$ cat src/assert_macros.svh
// assertion helpers, clocked on clk and disabled during rst
`ifndef ASSERT_MACROS_SVH
`define ASSERT_MACROS_SVH

// plain property
`define TRP_ASSERT(label, prop, msg) \
  label: assert property (@(posedge clk) disable iff (rst) prop) else $error(msg);

// antecedent implies consequent in the same cycle
`define TRP_ASSERT_IMP(label, ante, cons, msg) \
  label: assert property (@(posedge clk) disable iff (rst) (ante) |-> (cons)) else $error(msg);

// antecedent implies consequent in the next cycle
`define TRP_ASSERT_NXT(label, ante, cons, msg) \
  label: assert property (@(posedge clk) disable iff (rst) (ante) |=> (cons)) else $error(msg);

`endif

$ cat src/trp_pkg.sv
`timescale 1ns / 1ps

package trp_pkg;

  localparam logic [2:0] ST_OK        = 3'd0;
  localparam logic [2:0] ST_NO_NAME   = 3'd1;
  localparam logic [2:0] ST_NO_MODE   = 3'd2;
  localparam logic [2:0] ST_BAD_MODE  = 3'd3;
  localparam logic [2:0] ST_TRUNC     = 3'd4;
  localparam logic [2:0] ST_BLK_RANGE = 3'd5;
  localparam logic [2:0] ST_WIN_RANGE = 3'd6;

  localparam logic KIND_NAME    = 1'b0;
  localparam logic KIND_VERDICT = 1'b1;

  localparam logic MODE_NETASCII = 1'b0;
  localparam logic MODE_OCTET    = 1'b1;

  localparam logic [7:0] CHAR_I     = 8'h69;
  localparam logic [7:0] CHAR_T     = 8'h74;
  localparam logic [7:0] CHAR_PLUS  = 8'h2b;
  localparam logic [7:0] CHAR_MINUS = 8'h2d;
  localparam logic [7:0] CHAR_ZERO  = 8'h30;
  localparam logic [7:0] CHAR_NINE  = 8'h39;
  localparam logic [7:0] CHAR_SPACE = 8'h20;
  localparam logic [7:0] CHAR_TAB   = 8'h09;
  localparam logic [7:0] CHAR_CR    = 8'h0d;

  localparam logic [55:0] BLK_WORD = "blksize";
  localparam logic [79:0] WIN_WORD = "windowsize";

  localparam logic [16:0] SAT_LIMIT = 17'd65536;
  localparam logic [16:0] BLK_MIN   = 17'd8;
  localparam logic [16:0] BLK_MAX   = 17'd65464;
  localparam logic [16:0] WIN_MIN   = 17'd1;
  localparam logic [16:0] WIN_MAX   = 17'd65535;

  // value flag bits
  localparam int FLG_KIND = 0;
  localparam int FLG_NEG  = 1;
  localparam int FLG_LEAD = 2;
  localparam int FLG_STOP = 3;

  typedef struct packed {
    logic [7:0] data_byte;
    logic       end_of_packet;
  } byte_pl_t;

  typedef struct packed {
    logic        kind;
    logic [7:0]  name_byte;
    logic [2:0]  status;
    logic        transfer_mode;
    logic        blksize_asked;
    logic [15:0] block_size;
    logic        window_asked;
    logic [15:0] window_size;
  } result_pl_t;

  typedef struct packed {
    logic       valid;
    logic [7:0] data_byte;
    logic       end_of_packet;
  } stage_t;

  typedef struct packed {
    logic [16:0] fed_acc;
    logic [3:0]  fed_flags;
    logic        cur_ok;
    logic [15:0] cur_val;
    logic        fed_ok;
    logic [15:0] fed_val;
  } val_res_t;

endpackage

$ cat src/trp_byte_if.sv
`timescale 1ns / 1ps

interface trp_byte_if
  import trp_pkg::*;
();
  logic     valid;
  logic     ready;
  byte_pl_t payload;

  modport source (output valid, output payload, input ready);
  modport sink (input valid, input payload, output ready);
endinterface

$ cat src/trp_result_if.sv
`timescale 1ns / 1ps

interface trp_result_if
  import trp_pkg::*;
();
  logic       valid;
  logic       ready;
  result_pl_t payload;

  modport source (output valid, output payload, input ready);
  modport sink (input valid, input payload, output ready);
endinterface

$ cat src/trp_value_unit.sv
`timescale 1ns / 1ps

module trp_value_unit
  import trp_pkg::*;
(
  input  logic [7:0]  data_byte,
  input  logic [16:0] acc,
  input  logic [3:0]  flags,
  output val_res_t    res
);

  logic        digit;
  logic        space;
  logic [19:0] prod;
  logic [16:0] sat;

  function automatic logic range_ok(input logic [16:0] a, input logic [3:0] f);
    logic [16:0] v;
    begin
      v = f[FLG_NEG] ? '0 : a;
      if (f[FLG_KIND]) range_ok = (v >= WIN_MIN) && (v <= WIN_MAX);
      else range_ok = (v >= BLK_MIN) && (v <= BLK_MAX);
    end
  endfunction

  function automatic logic [15:0] range_val(input logic [16:0] a, input logic [3:0] f);
    begin
      range_val = f[FLG_NEG] ? 16'd0 : a[15:0];
    end
  endfunction

  always_comb begin
    digit = (data_byte >= CHAR_ZERO) && (data_byte <= CHAR_NINE);
    space = (data_byte == CHAR_SPACE) || ((data_byte >= CHAR_TAB) && (data_byte <= CHAR_CR));
    prod  = {acc, 3'b000} + {2'b00, acc, 1'b0} + {16'd0, data_byte[3:0]};
    sat   = (prod > {3'b000, SAT_LIMIT}) ? SAT_LIMIT : prod[16:0];

    res.fed_acc   = acc;
    res.fed_flags = flags;
    if (!flags[FLG_STOP] && (flags[FLG_LEAD] || !space)) begin
      res.fed_flags[FLG_LEAD] = 1'b1;
      if (!flags[FLG_LEAD] && ((data_byte == CHAR_PLUS) || (data_byte == CHAR_MINUS))) begin
        if (data_byte == CHAR_MINUS) res.fed_flags[FLG_NEG] = 1'b1;
      end else if (digit) begin
        res.fed_acc = sat;
      end else begin
        res.fed_flags[FLG_STOP] = 1'b1;
      end
    end

    res.cur_ok  = range_ok(acc, flags);
    res.cur_val = range_val(acc, flags);
    res.fed_ok  = range_ok(res.fed_acc, res.fed_flags);
    res.fed_val = range_val(res.fed_acc, res.fed_flags);
  end

endmodule

$ cat src/trp_in_stage.sv
`timescale 1ns / 1ps
`include "assert_macros.svh"

module trp_in_stage
  import trp_pkg::*;
(
  input  logic       clk,
  input  logic       rst,
  trp_byte_if.sink   packet,
  input  logic       take,
  output stage_t     stg
);

  logic accept;

  assign packet.ready = !stg.valid || take;
  assign accept       = packet.valid && packet.ready;

  always_ff @(posedge clk) begin
    if (rst) begin
      stg.valid <= 1'b0;
    end else if (accept) begin
      stg.valid <= 1'b1;
    end else if (take) begin
      stg.valid <= 1'b0;
    end
    if (accept) begin
      stg.data_byte     <= packet.payload.data_byte;
      stg.end_of_packet <= packet.payload.end_of_packet;
    end
  end

  `TRP_ASSERT_NXT(a_stage_loads, accept, stg.valid, "accepted transaction not staged")
  `TRP_ASSERT_NXT(a_stage_holds, stg.valid && !take,
                  stg.valid && $stable(stg.data_byte), "staged byte lost")

endmodule

$ cat src/trp_parse_core.sv
`timescale 1ns / 1ps
`include "assert_macros.svh"

module trp_parse_core
  import trp_pkg::*;
(
  input  logic        clk,
  input  logic        rst,
  input  stage_t      stg,
  output logic        take,
  trp_result_if.source result
);

  typedef enum logic [2:0] {
    PH_OPCODE,
    PH_NAME,
    PH_MODE,
    PH_OPTION,
    PH_VALUE,
    PH_SKIP
  } phase_t;

  phase_t      phase, phase_next;
  logic        opcode_count, opcode_next;
  logic [79:0] sfx, sfx_next;
  logic [16:0] value_accumulator, acc_next;
  logic [3:0]  value_flags, flags_next;
  logic [2:0]  latched_status, status_next;
  logic        mode_reg, mode_next;
  logic [16:0] blk_reg, blk_next;
  logic [16:0] win_reg, win_next;
  logic        emit;
  logic        err;
  logic [2:0]  err_code;
  logic        out_free;
  logic        proc;
  logic        eop;
  logic [7:0]  b;
  logic [2:0]  range_code;
  result_pl_t  res_next;
  val_res_t    vr;

  assign b        = stg.data_byte;
  assign eop      = stg.end_of_packet;
  assign out_free = !result.valid || result.ready;
  assign take     = stg.valid && out_free;
  assign proc     = take;

  trp_value_unit u_value (
    .data_byte (b),
    .acc       (value_accumulator),
    .flags     (value_flags),
    .res       (vr)
  );

  always_comb begin
    phase_next  = phase;
    opcode_next = opcode_count;
    acc_next    = value_accumulator;
    flags_next  = value_flags;
    status_next = latched_status;
    mode_next   = mode_reg;
    blk_next    = blk_reg;
    win_next    = win_reg;
    emit        = 1'b0;
    err         = 1'b0;
    err_code    = ST_OK;
    range_code  = value_flags[FLG_KIND] ? ST_WIN_RANGE : ST_BLK_RANGE;

    unique case (phase)
      PH_OPCODE: begin
        if (eop) begin
          err = 1'b1; err_code = ST_NO_NAME;
        end else begin
          if (opcode_count) phase_next = PH_NAME;
          opcode_next = 1'b1;
        end
      end
      PH_NAME: begin
        if (b == 8'd0) begin
          if (eop) begin
            err = 1'b1; err_code = ST_NO_MODE;
          end else begin
            phase_next = PH_MODE;
          end
        end else if (eop) begin
          err = 1'b1; err_code = ST_NO_NAME;
        end else begin
          emit = 1'b1;
        end
      end
      PH_MODE: begin
        if (b == 8'd0) begin
          if (sfx[7:0] == CHAR_I) begin
            mode_next = MODE_NETASCII; phase_next = PH_OPTION;
          end else if (sfx[7:0] == CHAR_T) begin
            mode_next = MODE_OCTET; phase_next = PH_OPTION;
          end else begin
            err = 1'b1; err_code = ST_BAD_MODE;
          end
        end else if (eop) begin
          err = 1'b1; err_code = ST_NO_MODE;
        end
      end
      PH_OPTION: begin
        if (b == 8'd0) begin
          if (sfx[55:0] == BLK_WORD) begin
            blk_next[16] = 1'b1;
            if (eop) begin
              err = 1'b1; err_code = ST_TRUNC;
            end else begin
              phase_next = PH_VALUE; acc_next = '0; flags_next = 4'b0000;
            end
          end else if (sfx == WIN_WORD) begin
            win_next[16] = 1'b1;
            if (eop) begin
              err = 1'b1; err_code = ST_TRUNC;
            end else begin
              phase_next = PH_VALUE; acc_next = '0; flags_next = 4'b0001;
            end
          end
        end else if (eop) begin
          err = 1'b1; err_code = ST_TRUNC;
        end
      end
      PH_VALUE: begin
        if (b == 8'd0) begin
          if (vr.cur_ok) begin
            if (value_flags[FLG_KIND]) win_next = {1'b1, vr.cur_val};
            else blk_next = {1'b1, vr.cur_val};
            phase_next = PH_OPTION;
          end else begin
            err = 1'b1; err_code = range_code;
          end
        end else begin
          acc_next   = vr.fed_acc;
          flags_next = vr.fed_flags;
          if (eop) begin
            if (vr.fed_ok) begin
              if (value_flags[FLG_KIND]) win_next = {1'b1, vr.fed_val};
              else blk_next = {1'b1, vr.fed_val};
              err_code = ST_TRUNC;
            end else begin
              err_code = range_code;
            end
            err = 1'b1;
          end
        end
      end
      PH_SKIP: begin
      end
      default: begin
      end
    endcase

    if (err) begin
      if (latched_status == ST_OK) status_next = err_code;
      phase_next = PH_SKIP;
    end

    res_next = '0;
    if (emit) begin
      res_next.kind      = KIND_NAME;
      res_next.name_byte = b;
    end else begin
      res_next.kind          = KIND_VERDICT;
      res_next.status        = status_next;
      res_next.transfer_mode = (status_next == ST_OK) ? mode_next : MODE_NETASCII;
      res_next.blksize_asked = blk_next[16];
      res_next.block_size    = blk_next[15:0];
      res_next.window_asked  = win_next[16];
      res_next.window_size   = win_next[15:0];
    end

    sfx_next = {sfx[71:0], b};
    if (eop) begin
      phase_next  = PH_OPCODE;
      opcode_next = 1'b0;
      sfx_next    = '0;
      acc_next    = '0;
      flags_next  = '0;
      status_next = ST_OK;
      mode_next   = MODE_NETASCII;
      blk_next    = '0;
      win_next    = '0;
    end
  end

  always_ff @(posedge clk) begin
    if (rst) begin
      phase             <= PH_OPCODE;
      opcode_count      <= 1'b0;
      sfx               <= '0;
      value_accumulator <= '0;
      value_flags       <= '0;
      latched_status    <= ST_OK;
      mode_reg          <= MODE_NETASCII;
      blk_reg           <= '0;
      win_reg           <= '0;
      result.valid      <= 1'b0;
    end else begin
      if (proc) begin
        phase             <= phase_next;
        opcode_count      <= opcode_next;
        sfx               <= sfx_next;
        value_accumulator <= acc_next;
        value_flags       <= flags_next;
        latched_status    <= status_next;
        mode_reg          <= mode_next;
        blk_reg           <= blk_next;
        win_reg           <= win_next;
      end
      if (out_free) result.valid <= proc && (emit || eop);
    end
  end

  always_ff @(posedge clk) begin
    if (out_free) result.payload <= res_next;
  end

  `TRP_ASSERT_NXT(a_eop_clears, proc && eop,
                  phase == PH_OPCODE && latched_status == ST_OK && !opcode_count,
                  "packet state not cleared after verdict")
  `TRP_ASSERT_NXT(a_status_sticky, latched_status != ST_OK && !(proc && eop),
                  latched_status == $past(latched_status), "latched error changed")
  `TRP_ASSERT(a_acc_bound, value_accumulator <= SAT_LIMIT, "value above saturation")
  `TRP_ASSERT_IMP(a_mode_on_error,
                  result.valid && result.payload.kind == KIND_VERDICT &&
                  result.payload.status != ST_OK,
                  result.payload.transfer_mode == MODE_NETASCII, "mode set on error verdict")

endmodule

$ cat src/tftp_request_parser.sv
`timescale 1ns / 1ps

// request packet parser
// packet: one request byte per transaction, opcode bytes first, with
//   end_of_packet set on the last byte
// result: one transaction per filename byte (kind 0), and one verdict
//   (kind 1) for the byte marked end_of_packet; other bytes give nothing
// the verdict carries the first error seen, the mode and the latest
//   accepted blksize and windowsize values
// path: an accepted byte goes into the input register, then through
//   the parse logic into the result register
// throughput: one byte per cycle while the result side takes transactions;
//   the per-byte parse state update sets that figure
// a stalled result holds in the result register; the input register takes
//   a byte only while empty, and packet.ready stays low until the result is taken
// reset clears the valid flags of both registers and all parse state; the
//   block is ready for a new packet in the first cycle after reset
module tftp_request_parser
  import trp_pkg::*;
(
  input  logic          clk,
  input  logic          rst,
  trp_byte_if.sink      packet,
  trp_result_if.source  result
);

  stage_t stg;
  logic   take;

  trp_in_stage u_in_stage (
    .clk    (clk),
    .rst    (rst),
    .packet (packet),
    .take   (take),
    .stg    (stg)
  );

  trp_parse_core u_core (
    .clk    (clk),
    .rst    (rst),
    .stg    (stg),
    .take   (take),
    .result (result)
  );

endmodule

$ cat src/flat_wrapper.sv
// flat-port wrapper written by rule: the top's interface ports become plain ports
module tftp_request_parser_flat import trp_pkg::*;
  (clk, rst, packet_valid, packet_payload, packet_ready, result_valid, result_payload, result_ready);
  trp_byte_if packet_i ();
  trp_result_if result_i ();
  input  logic clk;
  input  logic rst;
  input wire logic [$bits(packet_i.valid)-1:0] packet_valid;
  input wire logic [$bits(packet_i.payload)-1:0] packet_payload;
  output wire logic [$bits(packet_i.ready)-1:0] packet_ready;
  output wire logic [$bits(result_i.valid)-1:0] result_valid;
  output wire logic [$bits(result_i.payload)-1:0] result_payload;
  input wire logic [$bits(result_i.ready)-1:0] result_ready;
  assign packet_i.valid = packet_valid;
  assign packet_i.payload = packet_payload;
  assign packet_ready = packet_i.ready;
  assign result_valid = result_i.valid;
  assign result_payload = result_i.payload;
  assign result_i.ready = result_ready;
  tftp_request_parser u_core (.clk(clk), .rst(rst), .packet(packet_i), .result(result_i));
endmodule
$ cat config.mk
export PLATFORM = sky130hd
export DESIGN_NAME = tftp_request_parser_flat
export DESIGN_NICKNAME = d
export VERILOG_FILES = /design/src/trp_pkg.sv /design/src/trp_byte_if.sv /design/src/trp_result_if.sv /design/src/trp_value_unit.sv /design/src/trp_in_stage.sv /design/src/trp_parse_core.sv /design/src/tftp_request_parser.sv /design/src/flat_wrapper.sv
export VERILOG_INCLUDE_DIRS = /design/src /design/src/src
export SDC_FILE = /design/constraint.sdc
export NUM_CORES = 1
export LEC_CHECK = 0
export BUFFER_PORTS_ARGS = -buffer_cell sky130_fd_sc_hd__buf_2
export CORE_MARGIN = 5
export CORE_UTILIZATION = 56
export DETAILED_ROUTE_END_ITERATION = 7
export PLACE_DENSITY_LB_ADDON = 0.1
export SLEW_MARGIN = 5
export SYNTH_ARGS = -nofsm -noshare
export SYNTH_HDL_FRONTEND = slang
export SYNTH_SLANG_ARGS = --single-unit
$ cat constraint.sdc
create_clock -name clk -period 5.3 [get_ports clk]
set_clock_uncertainty 0.1 [all_clocks]
set_input_delay 0 -clock clk [delete_from_list [all_inputs] [get_ports clk]]
set_output_delay 0 -clock clk [all_outputs]
set_load 0.05 [all_outputs]
After elaboration in Yosys (flattened, before gate mapping). Cells that the tools add are included.

Register bits: 201. Latch bits: 0. Memory bits (writable): 0. ROM bits: 0. Input bits: 13. Output and inout port bits: 49. Word-level logic and storage cells: 211. Memories: 0.

$add $sub $neg: 2. $mul: 0. Divide/modulo/power cells: 0. Order comparisons: 13. Equal/unequal tests: 26. Shift-type cells: 0. Muxes and demuxes: 104. Bitwise operators: 1. Reductions and logical operators: 41.

Operator list (number): $mux W17 (23); $eq A80 B79 Y1 const B (1); $mux W80 (1); $mux W3 (24); $le A17 B16 Y1 const B (4); $mux W16 (4); $eq A56 B55 Y1 const B (1); $ge A17 B1 Y1 const B (2); $ge A17 B4 Y1 const B (2); $pmux W17 S2 (1); $mux W1 (33); $pmux W3 S5 (2); $eq A8 B6 Y1 const B (3); $ne A4 B3 Y1 const B (6); $add A20 B18 Y20 (1); $add A20 B4 Y20 (1); $gt A20 B17 Y1 const B (1); $mux W20 (1); $mux W4 (5); $mux W18 (1); $eq A8 B7 Y1 const B (2); $ne A3 B2 Y1 const B (4); $logic_and A1 B1 Y1 (11); $mux W2 (5); other kinds (28) (48).

Longest topological paths before layout.
Depth after elaboration: 20. Gate-level depth with buffers: 21. Mapped depth without buffers: 17.

Modules after synthesis. Synthesis repeated with hierarchy kept, for this count alone.

Cells, all modules: 1198. Area, all modules: 10530.1 um2.

Modules (own cells, without submodules): trp_parse_core (times used 1, cells an instance 878, area an instance 7922.6 um2, sequential area each 4294.1 um2); trp_value_unit (times used 1, cells an instance 306, area an instance 2282.2 um2, sequential area each 0.0 um2); trp_in_stage (times used 1, cells an instance 14, area an instance 325.3 um2, sequential area each 290.3 um2).

Least setup slack after synthesis. No wires, ideal clock.

Kind: reg2reg. Start: register u_core.u_in_stage.stg[4] (netlist name). End: register u_core.u_core.result.payload[26] (netlist name). Library setup time: 0.268 ns. Arrival time: 5.083 ns. Data required time: 4.932 ns. Path slack: -0.151 ns. Stages on the path, launching flop included: 19. Buffers on the path: 1. Period minus slack after synthesis: 5.451 ns. Path through: edfxtp_1 -> inv_1 -> fa_1 -> inv_1 -> ha_1 -> a21o_1 -> and3_1 -> clkbuf_1 -> o211a_1 -> o31a_1 -> a211oi_2 -> nand3b_1 -> o32a_1 -> or4_1 -> o41a_1 -> a211oi_4 -> mux2_2 -> nand2_1 -> a21oi_1.

Word-level cells in the longest chain between the ends: 15. Elaborated cells on any way between the ends: 40. Those cells by class: add/sub: 1; order compare: 9; eq/ne: 3; mux: 16; reduce/logical: 11.

RTL lines: parallel branches: the longest is 15 deep, another holds $add A20 B4 Y20.

Several ways; the timed one is not identified. The select of a mux whose other input is x is not followed. A chain may end at the register's enable or synchronous reset.

Worst setup path after layout.
Start: register u_core.u_in_stage.stg[3] (netlist name). End: register u_core.u_core.result.payload[19] (netlist name).

Word-level cells in the longest chain between the ends: 15. Elaborated cells on any way between the ends: 40. Those cells by class: add/sub: 1; order compare: 9; eq/ne: 3; mux: 16; reduce/logical: 11.

RTL lines: parallel branches: the longest is 15 deep, another holds $add A20 B4 Y20.

Several ways; the timed one is not identified. The select of a mux whose other input is x is not followed.

==> summary.md <==
| Metric | Value |
|---|---|
| Status | complete, but fails checks |
| Syn Nets | 1,434 |
| First-pass DRT Iterations | 6 |
| Metal3 WL | approximately 3100 um |
| CTS Buffer Depth | 3 |
| Top cell type's share of synthesized area | 25.9% |
| Slew headroom | 23.5% |
| Post-synth ARST share | 0% |
| Worst skew pair latency | a little over 500 ps |
| DR DRC count | 0 |
| Hold Path Class | in -> reg |
| Starting DRT DRC Count | 1,207 |
| Ratio of cells with drive above 1 in the final layout | 18.2% |
| Starting Density | a little under three fifths |
| Detailed Route WL | 35,200 um |
| Actual slew at the worst max-slew pin | 1140 ps |
| Vias per inst | 6.33 |
| Setup TNS | -1360 ps |
| RSZ-0062 raised after global routing | true |
| Data required time at the worst endpoint | approximately 5500 ps |
| Routed len/inst | 19.7 um |
| Antenna violations before repair | 0 |
| Min Hold Slack | 94.5 ps |
| Highest metal used | met4 |
| Clock transition at path regs | 60 ps |
| Number of global-route vias before repair | 10,200 |
| Met1 wire length | 16,000 um |
| First-pass GRT wire length | 55,400 um |
| Boundary Pins | 62 |
| Port Buffer Count | slightly above 60 |
| Leakage | 5.28 nW |
| Setup ws final | -144 ps |
| Minimum clock period | 5440 ps |
| Max-cap viol count | 0 |
| Diode count | 0 |
| Die Footprint | 23,000 um^2 |
| Critical Path AT | between 5000 and 6000 ps |
| Most frequent cell after synthesis | nand2_1 |
| Die width | 152 um |
| Yosys warns | 0 |
| Final Slew Violations | 0 |
| Area leader, netlist | dfxtp_1 |
| CP max FO | 5 |
| FILL cells | 1,615 |
| Setup violations, final | 20 |
| Cts bufs inserted | 22 |
| Final-stage net count | 1,551 |
| Commonest cells post-synth | 187 x nand2_1, 154 x a21oi_1, 150 x nor2_1 |
| Crit start category | flop |
| Final Hold Vio Count | 0 |
| Vias post-DR | 11,300 |
| Gr usage total | 30.0% |
| Synth cell types | 80 |
| Mapped cell area | 11,200 um^2 |
| Synth-to-layout area growth | 20.2% |
| Pwr Density | 253 nW/um^2 |
| Seq cells post-synth | 201 |
| DP Wirelength | 24,200 um |
| Largest regs | u_core.u_core.sfx x80, u_core.u_core.result.payload x47 |
| H-Tree Depth | 1 |
| Power Total | 3.42 mW |
| Cell count after synthesis | 1,386 |
| Worst Setup End Kind | flop |
| Pin count of the biggest net entering global routing | 87 |
| VDD IR max | 0.244 mV |
| GRT overflow | 0 |
| Die H | 152 um |
| Final ANT Viol Nets | 0 |
| Largest reg by FF count | u_core.u_core.sfx |
| # rows | 51 |
| CP Class | reg -> reg |
| Violated checks | setup timing |
| Post-synth top flop | dfxtp_1 |
| Sequential share of the synthesized area | around 40% |
| Final worst path period share | 103% |
| Clock sink total | 201 |
| Core Util, Final | 68.9% |
| Routability-driven placement congestion ratio | approximately 1 |
| Post-synth EDFFs | 56 |
| CTS tree | built |
| Core box area | 19,600 um^2 |
| Max reg flops | 80 |
| Met2 Wirelength | 15,100 um |
| Largest cells by area after synthesis | dfxtp_1 26%, edfxtp_1 15%, a21oi_1 6.9% |
| Clk Tree Root Cell | clkbuf_16 |
| Average cell area after synthesis | 8.10 um^2 |
| Maximum clock rate | 184 MHz |
## final timing paths
kind	to	slack, ps	depth (start not counted)	start
setup / recovery	u_core.u_core.result.payload[19]$_SDFFCE_PP0P_	-140	19	u_core.u_in_stage.stg[3]$_DFFE_PP_
hold / removal	u_core.u_in_stage.stg[1]$_DFFE_PP_	90	2	packet_payload[1]
setup reg to reg	u_core.u_core.result.payload[19]$_SDFFCE_PP0P_	-140	19	u_core.u_in_stage.stg[3]$_DFFE_PP_
hold reg to reg	u_core.u_core.sfx[77]$_SDFFE_PP0P_	350	2	u_core.u_core.sfx[77]$_SDFFE_PP0P_
## cells by family (layout without fill, tap and decap cells)
kind of cell	Yosys count	in the layout	synth area share [%]
XOR/XNOR	8	8	0.624
multiplexers	21	21	1.96
AND/OR/NAND/NOR	607	607	25.4
adder cells (fa/ha/maj)	35	35	4.04
buffers and inverters	118	251	4.05
flip-flops	201	201	40.9
AO/OA/AOI/OAI	396	396	23.0
## final cells by class
cell class	instances	area, um^2	share of cell area (%)
Clock inverter	5	61.3	0.454
Inverter	23	86.3	0.640
Tap cell	265	332	2.46
Timing Repair Buffer	188	1330	9.85
Clock buffer	35	703	5.21
Sequential cell	201	4590	34.0
Multi-Input combinational cell	1067	6390	47.4
## cells in the final DEF (no fill, tap or decap), types with 6 or more instances in the layout
cell / synthesis / routed
clkbuf_1: 83 / 6
o211ai_1: 13 / 13
ha_1: 33 / 31
o21ai_0: 56 / 53
nand4_1: 10 / 10
nand2b_1: 11 / 11
o22ai_1: 7 / 7
inv_1: 22 / 16
dfxtp_1: 145 / 143
nand3_1: 111 / 111
nand4b_1: 11 / 11
a21oi_1: 154 / 148
nor4_1: 18 / 15
and3_1: 11 / 9
mux2_4: 0 / 6
buf_4: 1 / 110
a211oi_1: 16 / 15
a22o_1: 6 / 6
nor3_1: 33 / 32
o211a_1: 8 / 7
nor2_1: 150 / 148
a21o_1: 11 / 11
edfxtp_1: 56 / 56
mux2i_1: 13 / 13
a22oi_1: 27 / 27
o21a_1: 8 / 8
and2_1: 18 / 17
clkbuf_16: 0 / 25
dlygate4sd3_1: 0 / 14
nor2b_1: 11 / 10
a31oi_1: 15 / 14
inv_2: 0 / 6
a21oi_2: 0 / 6
nand2_1: 187 / 182
o21ai_1: 4 / 7
or3_1: 6 / 6
buf_2: 6 / 60
## stage by stage
| stage | setup slack, ps | std cells | area (um^2) |
|---|---|---|---|
| final | -144 | 1784 | 13500 |
| after global routing | -248 | 1784 | 13500 |
| after CTS | -47.0 | 1764 | 13200 |
| after detailed placement | -311 | 1709 | 12200 |
| after global placement | -25.0 | 1709 | 12200 |
| after floorplan | -0.593 | 1386 | 11200 |
## power breakdown
group	internal (mW)	total [mW]	switching (mW)
clock network	0.962	1.60	0.634
logic	0.0558	0.218	0.162
registers	1.59	1.61	0.0134
## critical path, stage by stage, from the launching register on
cell      delay [ps]
edfxtp_1         390
ha_1             300
ha_2             180
inv_2             50
fa_2             410
nor2b_4          140
o31a_1           230
nor2_2            60
mux2_4           300
or4_4            530
o31ai_4          350
a32oi_1          190
or4_4            440
o41a_1           510
a211oi_4         310
buf_12           150
buf_12           110
mux2_4           300
nand2_2           80
a21oi_2           50
## layer usage
metal  up-vias  track usage [%]
met4         0             8.58
met3        80             4.82
met5         -                0
met1      5305             44.7
met2       561             44.9
li1       5343                -
## what timing repair did
action / CTS / global route
hold endpoints to repair: 71 / 0
resized for setup: 6 / 40
endpoints found under the setup margin: 22 / 38
hold buffers: 14 / 0
buffers inserted: 1 / 20
pin swaps: 4 / 32
Power figures use the tool's default switching activity.
